[src/csbc_pkg.sv]
// Package for the clock set-button controller: field widths, codes,
// configuration, state and beat structures, and the day-clamp function.
// Depends on nothing; every other file of the block uses it.
package csbc_pkg;

  // Field widths
  localparam int unsigned TimeW   = 32;
  localparam int unsigned HourW   = 5;
  localparam int unsigned MinuteW = 6;
  localparam int unsigned DayW    = 5;
  localparam int unsigned MonthW  = 4;
  localparam int unsigned YearW   = 12;
  localparam int unsigned WdayW   = 3;
  localparam int unsigned FieldW  = 3;
  localparam int unsigned TickW   = 8;
  localparam int unsigned CfgIdxW = 2;
  localparam int unsigned CfgDataW = 32;

  // Calendar limits
  localparam logic [HourW:0]    HourMax   = 6'd23;
  localparam logic [MinuteW:0]  MinuteMax = 7'd59;
  localparam logic [MonthW:0]   MonthMax  = 5'd12;
  localparam logic [WdayW:0]    WdayMax   = 4'd6;
  localparam logic [TickW-1:0]  TickSat   = 8'd255;

  // Configuration reset values
  localparam logic [TimeW-1:0] DebounceReset = 32'd250000;
  localparam logic [YearW-1:0] YearFirstReset = 12'd2020;
  localparam logic [YearW-1:0] YearLastReset  = 12'd2050;
  localparam logic [TickW-1:0] IdleLimitReset = 8'd5;

  // Event kinds
  localparam logic MODE_BUTTON = 1'b0;
  localparam logic MODE_TICK   = 1'b1;

  // Field selected for editing
  typedef enum logic [FieldW-1:0] {
    FIELD_COLON   = 3'd0,
    FIELD_HOUR    = 3'd1,
    FIELD_MINUTE  = 3'd2,
    FIELD_DAY     = 3'd3,
    FIELD_MONTH   = 3'd4,
    FIELD_YEAR    = 3'd5,
    FIELD_WEEKDAY = 3'd6
  } field_t;

  // Configuration register indexes
  typedef enum logic [CfgIdxW-1:0] {
    CFG_DEBOUNCE   = 2'd0,
    CFG_YEAR_FIRST = 2'd1,
    CFG_YEAR_LAST  = 2'd2,
    CFG_IDLE_LIMIT = 2'd3
  } cfg_idx_t;

  typedef struct packed {
    logic [TimeW-1:0] debounce_window_us;
    logic [YearW-1:0] year_first;
    logic [YearW-1:0] year_last;
    logic [TickW-1:0] idle_tick_limit;
  } cfg_t;

  typedef struct packed {
    logic [TimeW-1:0] last_event_time;
    logic             set_mode;
    field_t           selected_field;
    logic [TickW-1:0] idle_ticks;
  } state_t;

  typedef struct packed {
    logic               mode;
    logic [TimeW-1:0]   time_us;
    logic               set_pressed;
    logic               up_pressed;
    logic [HourW-1:0]   cur_hour;
    logic [MinuteW-1:0] cur_minute;
    logic [DayW-1:0]    cur_day;
    logic [MonthW-1:0]  cur_month;
    logic [YearW-1:0]   cur_year;
    logic [WdayW-1:0]   cur_weekday;
  } event_t;

  typedef struct packed {
    logic               write_time;
    logic [HourW-1:0]   new_hour;
    logic [MinuteW-1:0] new_minute;
    logic [DayW-1:0]    new_day;
    logic [MonthW-1:0]  new_month;
    logic [YearW-1:0]   new_year;
    logic [WdayW-1:0]   new_weekday;
    logic [FieldW-1:0]  blink_field;
    logic               setting_active;
  } result_t;

  // Day past the end of the month becomes the first; unknown months have 30 days
  function automatic logic [DayW-1:0] clamp_day(input logic [DayW:0]    day,
                                                input logic [MonthW-1:0] month,
                                                input logic [YearW-1:0]  year);
    logic [DayW:0] len;
    case (month)
      4'd1, 4'd3, 4'd5, 4'd7, 4'd8, 4'd10, 4'd12: len = 6'd31;
      4'd2: len = (year[1:0] == 2'b00) ? 6'd29 : 6'd28;
      default: len = 6'd30;
    endcase
    clamp_day = (day > len) ? DayW'(1) : day[DayW-1:0];
  endfunction

endpackage

[src/csbc_if.sv]
// Handshake channels of the clock set-button controller: event input and result output.
// Depends on csbc_pkg for field widths.
interface csbc_evt_if;
  logic                               valid;
  logic                               ready;
  logic                               mode;
  logic [csbc_pkg::TimeW-1:0]         time_us;
  logic                               set_pressed;
  logic                               up_pressed;
  logic [csbc_pkg::HourW-1:0]         cur_hour;
  logic [csbc_pkg::MinuteW-1:0]       cur_minute;
  logic [csbc_pkg::DayW-1:0]          cur_day;
  logic [csbc_pkg::MonthW-1:0]        cur_month;
  logic [csbc_pkg::YearW-1:0]         cur_year;
  logic [csbc_pkg::WdayW-1:0]         cur_weekday;

  modport source (
    output valid, mode, time_us, set_pressed, up_pressed, cur_hour, cur_minute,
           cur_day, cur_month, cur_year, cur_weekday,
    input  ready
  );
  modport sink (
    input  valid, mode, time_us, set_pressed, up_pressed, cur_hour, cur_minute,
           cur_day, cur_month, cur_year, cur_weekday,
    output ready
  );
endinterface

interface csbc_res_if;
  logic                               valid;
  logic                               ready;
  logic                               write_time;
  logic [csbc_pkg::HourW-1:0]         new_hour;
  logic [csbc_pkg::MinuteW-1:0]       new_minute;
  logic [csbc_pkg::DayW-1:0]          new_day;
  logic [csbc_pkg::MonthW-1:0]        new_month;
  logic [csbc_pkg::YearW-1:0]         new_year;
  logic [csbc_pkg::WdayW-1:0]         new_weekday;
  logic [csbc_pkg::FieldW-1:0]        blink_field;
  logic                               setting_active;

  modport source (
    output valid, write_time, new_hour, new_minute, new_day, new_month, new_year,
           new_weekday, blink_field, setting_active,
    input  ready
  );
  modport sink (
    input  valid, write_time, new_hour, new_minute, new_day, new_month, new_year,
           new_weekday, blink_field, setting_active,
    output ready
  );
endinterface

[src/csbc_cfg_regs.sv]
// Configuration registers of the clock set-button controller.
// Depends on csbc_pkg for the register indexes and the cfg_t structure.
module csbc_cfg_regs (
  input  logic                           clk,
  input  logic                           rst,
  input  logic                           cfg_wr_en,
  input  logic [csbc_pkg::CfgIdxW-1:0]   cfg_index,
  input  logic [csbc_pkg::CfgDataW-1:0]  cfg_data,
  output csbc_pkg::cfg_t                 cfg
);

  // Load the addressed register, truncated to its width
  always_ff @(posedge clk) begin
    if (rst) begin
      cfg.debounce_window_us <= csbc_pkg::DebounceReset;
      cfg.year_first         <= csbc_pkg::YearFirstReset;
      cfg.year_last          <= csbc_pkg::YearLastReset;
      cfg.idle_tick_limit    <= csbc_pkg::IdleLimitReset;
    end else if (cfg_wr_en) begin
      case (csbc_pkg::cfg_idx_t'(cfg_index))
        csbc_pkg::CFG_DEBOUNCE:
          cfg.debounce_window_us <= cfg_data[csbc_pkg::TimeW-1:0];
        csbc_pkg::CFG_YEAR_FIRST:
          cfg.year_first <= cfg_data[csbc_pkg::YearW-1:0];
        csbc_pkg::CFG_YEAR_LAST:
          cfg.year_last <= cfg_data[csbc_pkg::YearW-1:0];
        csbc_pkg::CFG_IDLE_LIMIT:
          cfg.idle_tick_limit <= cfg_data[csbc_pkg::TickW-1:0];
        default: begin
        end
      endcase
    end
  end

endmodule

[src/csbc_update.sv]
// Next-state and result logic for one event of the clock set-button controller.
// Purely combinational; depends on csbc_pkg for structures and clamp_day.
module csbc_update (
  input  csbc_pkg::cfg_t    cfg,
  input  csbc_pkg::state_t  state,
  input  csbc_pkg::event_t  evt,
  output csbc_pkg::state_t  state_next,
  output csbc_pkg::result_t res
);

  logic [csbc_pkg::TimeW-1:0]   gap;
  logic [csbc_pkg::TickW-1:0]   ticks_inc;
  logic [csbc_pkg::FieldW-1:0]  field_inc;
  logic [csbc_pkg::HourW:0]     hour_inc;
  logic [csbc_pkg::MinuteW:0]   minute_inc;
  logic [csbc_pkg::DayW:0]      day_inc;
  logic [csbc_pkg::MonthW:0]    month_inc;
  logic [csbc_pkg::MonthW-1:0]  month_new;
  logic [csbc_pkg::YearW:0]     year_inc;
  logic [csbc_pkg::YearW-1:0]   year_new;
  logic [csbc_pkg::WdayW:0]     wday_inc;

  // Increments of each field and of the counters
  assign gap        = evt.time_us - state.last_event_time;
  assign ticks_inc  = (state.idle_ticks == csbc_pkg::TickSat) ? state.idle_ticks
                                                              : state.idle_ticks + 1'b1;
  assign field_inc  = state.selected_field + 1'b1;
  assign hour_inc   = {1'b0, evt.cur_hour} + 1'b1;
  assign minute_inc = {1'b0, evt.cur_minute} + 1'b1;
  assign day_inc    = {1'b0, evt.cur_day} + 1'b1;
  assign month_inc  = {1'b0, evt.cur_month} + 1'b1;
  assign month_new  = (month_inc > csbc_pkg::MonthMax) ? csbc_pkg::MonthW'(1)
                                                       : month_inc[csbc_pkg::MonthW-1:0];
  assign year_inc   = {1'b0, evt.cur_year} + 1'b1;
  assign year_new   = (year_inc > {1'b0, cfg.year_last}) ? cfg.year_first
                                                         : year_inc[csbc_pkg::YearW-1:0];
  assign wday_inc   = {1'b0, evt.cur_weekday} + 1'b1;

  // Apply tick or button event
  always_comb begin
    state_next         = state;
    res.write_time     = 1'b0;
    res.new_hour       = evt.cur_hour;
    res.new_minute     = evt.cur_minute;
    res.new_day        = evt.cur_day;
    res.new_month      = evt.cur_month;
    res.new_year       = evt.cur_year;
    res.new_weekday    = evt.cur_weekday;

    if (evt.mode == csbc_pkg::MODE_TICK) begin
      // Count idle seconds in set mode, drop out at the limit
      if (state.set_mode) begin
        state_next.idle_ticks = ticks_inc;
        if (ticks_inc >= cfg.idle_tick_limit) begin
          state_next.set_mode       = 1'b0;
          state_next.idle_ticks     = '0;
          state_next.selected_field = csbc_pkg::FIELD_COLON;
        end
      end
    end else begin
      if (gap > cfg.debounce_window_us) begin
        // Set button: step to the next field, leave after weekday
        if (evt.set_pressed) begin
          state_next.idle_ticks = '0;
          if (field_inc == 3'd7 || field_inc == csbc_pkg::FIELD_COLON) begin
            state_next.set_mode       = 1'b0;
            state_next.selected_field = csbc_pkg::FIELD_COLON;
          end else begin
            state_next.set_mode       = 1'b1;
            state_next.selected_field = csbc_pkg::field_t'(field_inc);
          end
        end
        // Up button: bump the selected field of the current time
        if (evt.up_pressed) begin
          state_next.idle_ticks = '0;
          if (state_next.set_mode) begin
            res.write_time = 1'b1;
            case (state_next.selected_field)
              csbc_pkg::FIELD_HOUR:
                res.new_hour = (hour_inc > csbc_pkg::HourMax) ? '0
                                                              : hour_inc[csbc_pkg::HourW-1:0];
              csbc_pkg::FIELD_MINUTE:
                res.new_minute = (minute_inc > csbc_pkg::MinuteMax) ? '0
                                 : minute_inc[csbc_pkg::MinuteW-1:0];
              csbc_pkg::FIELD_DAY:
                res.new_day = csbc_pkg::clamp_day(day_inc, evt.cur_month, evt.cur_year);
              csbc_pkg::FIELD_MONTH: begin
                res.new_month = month_new;
                res.new_day   = csbc_pkg::clamp_day({1'b0, evt.cur_day}, month_new,
                                                    evt.cur_year);
              end
              csbc_pkg::FIELD_YEAR: begin
                res.new_year = year_new;
                res.new_day  = csbc_pkg::clamp_day({1'b0, evt.cur_day}, evt.cur_month,
                                                   year_new);
              end
              csbc_pkg::FIELD_WEEKDAY:
                res.new_weekday = (wday_inc > csbc_pkg::WdayMax) ? '0
                                                                 : wday_inc[csbc_pkg::WdayW-1:0];
              default:
                res.write_time = 1'b0;
            endcase
          end
        end
      end
      state_next.last_event_time = evt.time_us;
    end

    res.blink_field    = state_next.selected_field;
    res.setting_active = state_next.set_mode;
  end

endmodule

[src/clock_set_button_controller.sv]
// Clock set-button controller: debounced set/up buttons and idle ticks drive time setting.
// An accepted event beat moves from the input register through the combinational update
// logic into the result register, which holds while the sink stalls. One event per cycle
// while the sink does not stall; the state register follows each event.
// Reset (synchronous, active high) empties both registers, leaves set mode, clears the
// stored event time and idle count, and restores the configuration reset values.
module clock_set_button_controller (
  input  logic                           clk,
  input  logic                           rst,
  input  logic                           cfg_wr_en,
  input  logic [csbc_pkg::CfgIdxW-1:0]   cfg_index,
  input  logic [csbc_pkg::CfgDataW-1:0]  cfg_data,
  csbc_evt_if.sink                       evt,
  csbc_res_if.source                     res
);

  csbc_pkg::cfg_t    cfg;
  csbc_pkg::state_t  state;
  csbc_pkg::state_t  state_next;
  csbc_pkg::event_t  evt_d;
  csbc_pkg::event_t  evt_q;
  csbc_pkg::result_t res_d;
  csbc_pkg::result_t res_q;
  logic              evt_valid;
  logic              res_valid;
  logic              res_load;
  logic              evt_load;

  csbc_cfg_regs u_cfg (
    .clk       (clk),
    .rst       (rst),
    .cfg_wr_en (cfg_wr_en),
    .cfg_index (cfg_index),
    .cfg_data  (cfg_data),
    .cfg       (cfg)
  );

  csbc_update u_update (
    .cfg        (cfg),
    .state      (state),
    .evt        (evt_q),
    .state_next (state_next),
    .res        (res_d)
  );

  // Gather the input beat
  assign evt_d = '{mode:        evt.mode,
                   time_us:     evt.time_us,
                   set_pressed: evt.set_pressed,
                   up_pressed:  evt.up_pressed,
                   cur_hour:    evt.cur_hour,
                   cur_minute:  evt.cur_minute,
                   cur_day:     evt.cur_day,
                   cur_month:   evt.cur_month,
                   cur_year:    evt.cur_year,
                   cur_weekday: evt.cur_weekday};

  // Advance when the next stage is empty or draining
  assign res_load  = evt_valid && (!res_valid || res.ready);
  assign evt.ready = !evt_valid || res_load;
  assign evt_load  = evt.valid && evt.ready;

  // Input register
  always_ff @(posedge clk) begin
    if (rst) begin
      evt_valid <= 1'b0;
    end else if (evt.ready) begin
      evt_valid <= evt.valid;
    end
  end

  always_ff @(posedge clk) begin
    if (evt_load) begin
      evt_q <= evt_d;
    end
  end

  // Controller state, updated as each event moves to the result register
  always_ff @(posedge clk) begin
    if (rst) begin
      state.last_event_time <= '0;
      state.set_mode        <= 1'b0;
      state.selected_field  <= csbc_pkg::FIELD_COLON;
      state.idle_ticks      <= '0;
    end else if (res_load) begin
      state <= state_next;
    end
  end

  // Result register; hold while the sink stalls
  always_ff @(posedge clk) begin
    if (rst) begin
      res_valid <= 1'b0;
    end else if (res_load) begin
      res_valid <= 1'b1;
    end else if (res.ready) begin
      res_valid <= 1'b0;
    end
  end

  always_ff @(posedge clk) begin
    if (res_load) begin
      res_q <= res_d;
    end
  end

  assign res.valid          = res_valid;
  assign res.write_time     = res_q.write_time;
  assign res.new_hour       = res_q.new_hour;
  assign res.new_minute     = res_q.new_minute;
  assign res.new_day        = res_q.new_day;
  assign res.new_month      = res_q.new_month;
  assign res.new_year       = res_q.new_year;
  assign res.new_weekday    = res_q.new_weekday;
  assign res.blink_field    = res_q.blink_field;
  assign res.setting_active = res_q.setting_active;

`ifndef SYNTH
  // Set mode always has a real field selected
  assert property (@(posedge clk) disable iff (rst)
    state.set_mode |-> (state.selected_field != csbc_pkg::FIELD_COLON &&
                        state.selected_field != 3'd7))
    else $error("set mode with no editable field selected");

  // A time write only happens while setting
  assert property (@(posedge clk) disable iff (rst)
    (res_valid && res_q.write_time) |-> res_q.setting_active)
    else $error("time write outside set mode");

  // Leaving set mode always returns the blink to the colon
  assert property (@(posedge clk) disable iff (rst)
    (res_valid && !res_q.setting_active) |->
      res_q.blink_field == csbc_pkg::FIELD_COLON)
    else $error("field still selected outside set mode");

  // An event leaving the input register shows up as a result next cycle
  assert property (@(posedge clk) disable iff (rst)
    res_load |=> res_valid)
    else $error("result lost after input register advanced");
`endif

endmodule

[src/flat_wrapper.sv]
// flat-port wrapper written by rule: the top's interface ports become plain ports
module clock_set_button_controller_flat 
  (clk, rst, cfg_wr_en, cfg_index, cfg_data, evt_valid, evt_mode, evt_time_us, evt_set_pressed, evt_up_pressed, evt_cur_hour, evt_cur_minute, evt_cur_day, evt_cur_month, evt_cur_year, evt_cur_weekday, evt_ready, res_valid, res_write_time, res_new_hour, res_new_minute, res_new_day, res_new_month, res_new_year, res_new_weekday, res_blink_field, res_setting_active, res_ready);
  csbc_evt_if evt_i ();
  csbc_res_if res_i ();
  input  logic clk;
  input  logic rst;
  input  logic cfg_wr_en;
  input  logic [csbc_pkg::CfgIdxW-1:0] cfg_index;
  input  logic [csbc_pkg::CfgDataW-1:0] cfg_data;
  input wire logic [$bits(evt_i.valid)-1:0] evt_valid;
  input wire logic [$bits(evt_i.mode)-1:0] evt_mode;
  input wire logic [$bits(evt_i.time_us)-1:0] evt_time_us;
  input wire logic [$bits(evt_i.set_pressed)-1:0] evt_set_pressed;
  input wire logic [$bits(evt_i.up_pressed)-1:0] evt_up_pressed;
  input wire logic [$bits(evt_i.cur_hour)-1:0] evt_cur_hour;
  input wire logic [$bits(evt_i.cur_minute)-1:0] evt_cur_minute;
  input wire logic [$bits(evt_i.cur_day)-1:0] evt_cur_day;
  input wire logic [$bits(evt_i.cur_month)-1:0] evt_cur_month;
  input wire logic [$bits(evt_i.cur_year)-1:0] evt_cur_year;
  input wire logic [$bits(evt_i.cur_weekday)-1:0] evt_cur_weekday;
  output wire logic [$bits(evt_i.ready)-1:0] evt_ready;
  output wire logic [$bits(res_i.valid)-1:0] res_valid;
  output wire logic [$bits(res_i.write_time)-1:0] res_write_time;
  output wire logic [$bits(res_i.new_hour)-1:0] res_new_hour;
  output wire logic [$bits(res_i.new_minute)-1:0] res_new_minute;
  output wire logic [$bits(res_i.new_day)-1:0] res_new_day;
  output wire logic [$bits(res_i.new_month)-1:0] res_new_month;
  output wire logic [$bits(res_i.new_year)-1:0] res_new_year;
  output wire logic [$bits(res_i.new_weekday)-1:0] res_new_weekday;
  output wire logic [$bits(res_i.blink_field)-1:0] res_blink_field;
  output wire logic [$bits(res_i.setting_active)-1:0] res_setting_active;
  input wire logic [$bits(res_i.ready)-1:0] res_ready;
  assign evt_i.valid = evt_valid;
  assign evt_i.mode = evt_mode;
  assign evt_i.time_us = evt_time_us;
  assign evt_i.set_pressed = evt_set_pressed;
  assign evt_i.up_pressed = evt_up_pressed;
  assign evt_i.cur_hour = evt_cur_hour;
  assign evt_i.cur_minute = evt_cur_minute;
  assign evt_i.cur_day = evt_cur_day;
  assign evt_i.cur_month = evt_cur_month;
  assign evt_i.cur_year = evt_cur_year;
  assign evt_i.cur_weekday = evt_cur_weekday;
  assign evt_ready = evt_i.ready;
  assign res_valid = res_i.valid;
  assign res_write_time = res_i.write_time;
  assign res_new_hour = res_i.new_hour;
  assign res_new_minute = res_i.new_minute;
  assign res_new_day = res_i.new_day;
  assign res_new_month = res_i.new_month;
  assign res_new_year = res_i.new_year;
  assign res_new_weekday = res_i.new_weekday;
  assign res_blink_field = res_i.blink_field;
  assign res_setting_active = res_i.setting_active;
  assign res_i.ready = res_ready;
  clock_set_button_controller u_core (.clk(clk), .rst(rst), .cfg_wr_en(cfg_wr_en), .cfg_index(cfg_index), .cfg_data(cfg_data), .evt(evt_i), .res(res_i));
endmodule
[config.mk]
export PLATFORM = sky130hd
export DESIGN_NAME = clock_set_button_controller_flat
export DESIGN_NICKNAME = d
export VERILOG_FILES = /design/src/csbc_pkg.sv /design/src/csbc_if.sv /design/src/csbc_cfg_regs.sv /design/src/csbc_update.sv /design/src/clock_set_button_controller.sv /design/src/flat_wrapper.sv
export SDC_FILE = /design/constraint.sdc
export NUM_CORES = 1
export LEC_CHECK = 0
export BUFFER_PORTS_ARGS = -buffer_cell sky130_fd_sc_hd__buf_2
export CORE_ASPECT_RATIO = 1.2
export CORE_UTILIZATION = 54
export DETAILED_ROUTE_END_ITERATION = 6
export MAX_ROUTING_LAYER = met4
export PLACE_DENSITY = 0.78
export RECOVER_POWER = 50
export SETUP_SLACK_MARGIN = 0.02
export SLEW_MARGIN = 5
export SYNTH_ARGS = -nofsm -noshare
export SYNTH_HDL_FRONTEND = slang
export SYNTH_SLANG_ARGS = --single-unit
[constraint.sdc]
create_clock -name clk -period 4.9 [get_ports clk]
set_clock_uncertainty 0.05 [all_clocks]
set_input_delay 0.49 -clock clk [delete_from_list [all_inputs] [get_ports clk]]
set_output_delay 0.49 -clock clk [all_outputs]
set_load 0.02 [all_outputs]
==> impl_metrics.yaml <==
status:
  status: "complete, but fails checks"
  violations: "max-capacitance violations, max-slew violations"
route:
  vias: 10200
  firstDrtPassIters: 5
  avgViaCountPerCell: 5.59
  drt_first_iter_violations: 484
  drc: 0
  avgRoutedWirePerCell_um: 15.3
  ant_nets: 0
  wl_um: 27900
cells_and_area:
  finalNonFillerCells: 1829
  area_growth_syn_to_layout_pct: 16.2
  design_area_mm2: 0.0145
  fillCellCount: 1928
  register_area_mm2: 0.00551
  diodes: 0
  multi_input_area_mm2: 0.00640
  final_layout_size_suffix_gt1_frac: 0.154
  nets: 1748
  final_util: 0.643
logic_synthesis:
  synth_fp_nets: 1581
  netlist_area_mm2: 0.0125
  syn_area_per_cell_um2: 9.12
  synth-main-ff-cell: "edfxtp_1"
  ys_types: 80
  netlist_instances: 1365
  synthArstFlopShare: 0
  synth-edff-count: 110
  ys_ff_latch: 220
  ys_seq_area_frac: 0.442
  yosysWarnings: 0
pwr:
  intPower_mw: 3.35
  combPwrFrac: 0.169
  power.leakage_nw: 5.68
  total_power_mw: 4.57
  peakVddDrop_mv: 0.278
  p_per_area_mw_per_mm2: 316
  seqPwrFrac: 0.458
  switchingPower_mw: 1.22
  switching_share: 0.268
  pwr-share-clk: 0.373
global_route:
  grt_use_total: 0.240
  grt_pass1_wl_um: 45500
  globalRouteOverflowTotal: 0
  grt_pass1_vias: 9991
  grt_max_degree: 107
  antenna_found_initial: 0
timing:
  finalCriticalPeriod_ns: 4.77
  fmax_ghz: 0.210
  rsz0062_at_grt: "yes"
  hold_viol: 0
  finalWorstSetupSlack_ns: 0.131
  worst_pin_slew_ns: 3.35
  fin_crit_sh: 0.973
  slew_viol_final: 178
  slew_headroom: -1.23
  setup_tns_ns: 0
  setup_viol: 0
  hold_slack_ns: 0.0831
worst_setup_path:
  reg2reg_slack_ns: 0.13
  cp_data_arrival_time_ns: 5.00
  crit_path_end_kind: "flop"
  crit_fanout: 7
  start_kind: "flop"
  r2r_start: "u_core.state[13]"
  worstReg2RegEnd: "u_core.res.new_year[10]"
  required_ns: 5.13
  critPathKind: "reg2reg"
  worst_r2r_path_depth: 19
place:
  dp_hpwl_um: 19900
  gp_congestion: 0.916
  port_buffers: 150
  pre_cts_ws_ns: -0.136
  place_area_mm2: 0.0136
  dp.cells: 1775
floorplanning:
  start_util: 0.553
  die_x_um: 141
  row_count: 60
  die-area_mm2: 0.0237
  core_area_mm2: 0.0225
  boundaryPins: 151
  die_h_um: 168
clock_network:
  cts_buffers: 24
  htreeDepth: 1
  cts_sinks: 220
  hold_buffers: 0
  path_clk_slew_ns: 0.06
  tritoncts: "built"
  clockBufferDepth: 3
  cts_root_buf: "clkbuf_16"
  clock_latency_ns: 0.53
worst_hold_path:
  holdPathEnd: "u_core.evt_q[13]"
  hold_class: "in2reg"
  min_from: "evt_cur_year[10]"
  hold_depth: 1
job:
  maxCapViolCount: 2
## area by class of cell
class                           instances  area share
Clock buffer                           35      0.0479
Multi-Input combinational cell        976       0.442
Clock inverter                          9     0.00424
Sequential cell                       220       0.380
Tap cell                              279      0.0241
Timing Repair Buffer                  191      0.0705
Inverter                              119      0.0309
## cell usage after synthesis, types with 11 or more instances
cell type    n  area [um^2]
nor3_1      12         60.1
ha_1       106         1330
inv_1      118          443
o21ai_0     44          220
a22o_1      11         96.3
xor2_1      16          140
o31ai_1     11         82.6
dfxtp_1    110         2200
clkbuf_1    42          158
nand2b_1    15         93.8
xnor2_1     31          272
nand3_1     36          180
a21oi_1    160          801
a31oi_1     13         81.3
nor2_1      65          244
edfxtp_1   110         3300
nand4_1     15         93.8
a211o_1     12          105
a21o_1      18          135
nand3b_1    12         90.1
nand2_1    245          920
mux2_2      17          191
## worst max path at each step
| stage | slack (ns) | end | start |
|---|---|---|---|
| 3_3_place_gp | 0.06 | u_core.res.new_hour[2] | u_core.evt_q[41] |
| 2_1_floorplan | 0.44 | u_core.res.new_day[4] | u_core.evt_q[3] |
| 3_5_place_dp | -0.14 | u_core.res.new_hour[2] | u_core.evt_q[41] |
| 5_1_grt | -0.1 | u_core.res.new_year[2] | u_core.state[13] |
| 6_report | 0.13 | u_core.res.new_year[10] | u_core.state[13] |
| 4_1_cts | 0.02 | u_core.res.new_hour[3] | u_core.evt_q[37] |
## metal layers
layer,vias up,global-route usage,part of all wire
met2,272,0.433,0.50
li1,5157,-,-
met3,58,0.0290,0.043
met4,0,0.0789,0.027
met1,4736,0.274,0.43
met5,-,-,0
## power by group through the flow
stage | combinational (mW) | clock (mW) | sequential, mW
floorplan | 0.518 | 0 | 2.13
global placement | 0.723 | 0 | 2.12
detailed placement | 0.746 | 0 | 2.13
CTS | 0.755 | 1.74 | 2.09
global route | 0.865 | 1.82 | 2.10
finish | 0.774 | 1.70 | 2.09
## state kept, by name (all words and copies together) (netlist names), 4 cells and up
register and count:
u_core.evt_q 70, u_core.u_cfg.cfg 64, u_core.state 44, u_core.res.new_year 12, u_core.res.new_minute 6, u_core.res.new_day 5
u_core.res.new_hour 5, u_core.res.new_month 4
## critical path, cell delays in order, from the launching register on
cell and delay, ns:
dfxtp_1 0.34, inv_1 0.08, ha_1 0.27, nor2b_1 0.21, o2111ai_2 0.16, a21oi_2 0.22, o41ai_2 0.09, buf_4 0.16
a311oi_2 0.25, o21ai_1 0.11, and2_1 0.19, a311o_1 0.32, ha_1 0.31, nand4_2 0.15, nor3_1 0.25, a221oi_1 0.11
o21ai_1 0.19, a2bb2oi_4 0.16, nor3_2 0.51, mux2_2 0.39
## logic make-up (layout without fill, tap and decap cells)
group | count (synthesis) | in the layout | synth area share
AOI/OAI and AO/OA | 347 | 347 | 0.176
xor gates and xnor gates | 47 | 47 | 0.0331
adders and majority gates | 107 | 107 | 0.108
buffers and inverters | 170 | 354 | 0.0533
DFF | 220 | 220 | 0.442
muxes | 23 | 23 | 0.0202
and+or+nand+nor | 451 | 452 | 0.168
## placed cells by master, fill, tap and decap left out, drive strengths merged, types with 11 or more instances in the layout
master  netlist  final
mux2         17     17
clkbuf       43     80
a22o         11     11
a211o        12     12
nor3         14     15
nand3        36     36
a21oi       162    162
nor2         65     65
a21o         18     18
inv         118    119
a31oi        13     13
xnor2        31     31
xor2         16     16
o31ai        11     11
nand2b       15     15
dfxtp       110    110
nand3b       12     12
o21ai        53     53
nand4        17     17
nand2       246    246
ha          106    106
buf           8    146
edfxtp      110    110
## what timing repair did
item                                    4_1_cts  5_1_grt
buffers inserted                              0        9
endpoints found under the setup margin       20       50
cloned                                        1        0
gates resized for setup                       3       16
pin swaps                                     1       14
Note: power is estimated with default switching activity, not from simulation.
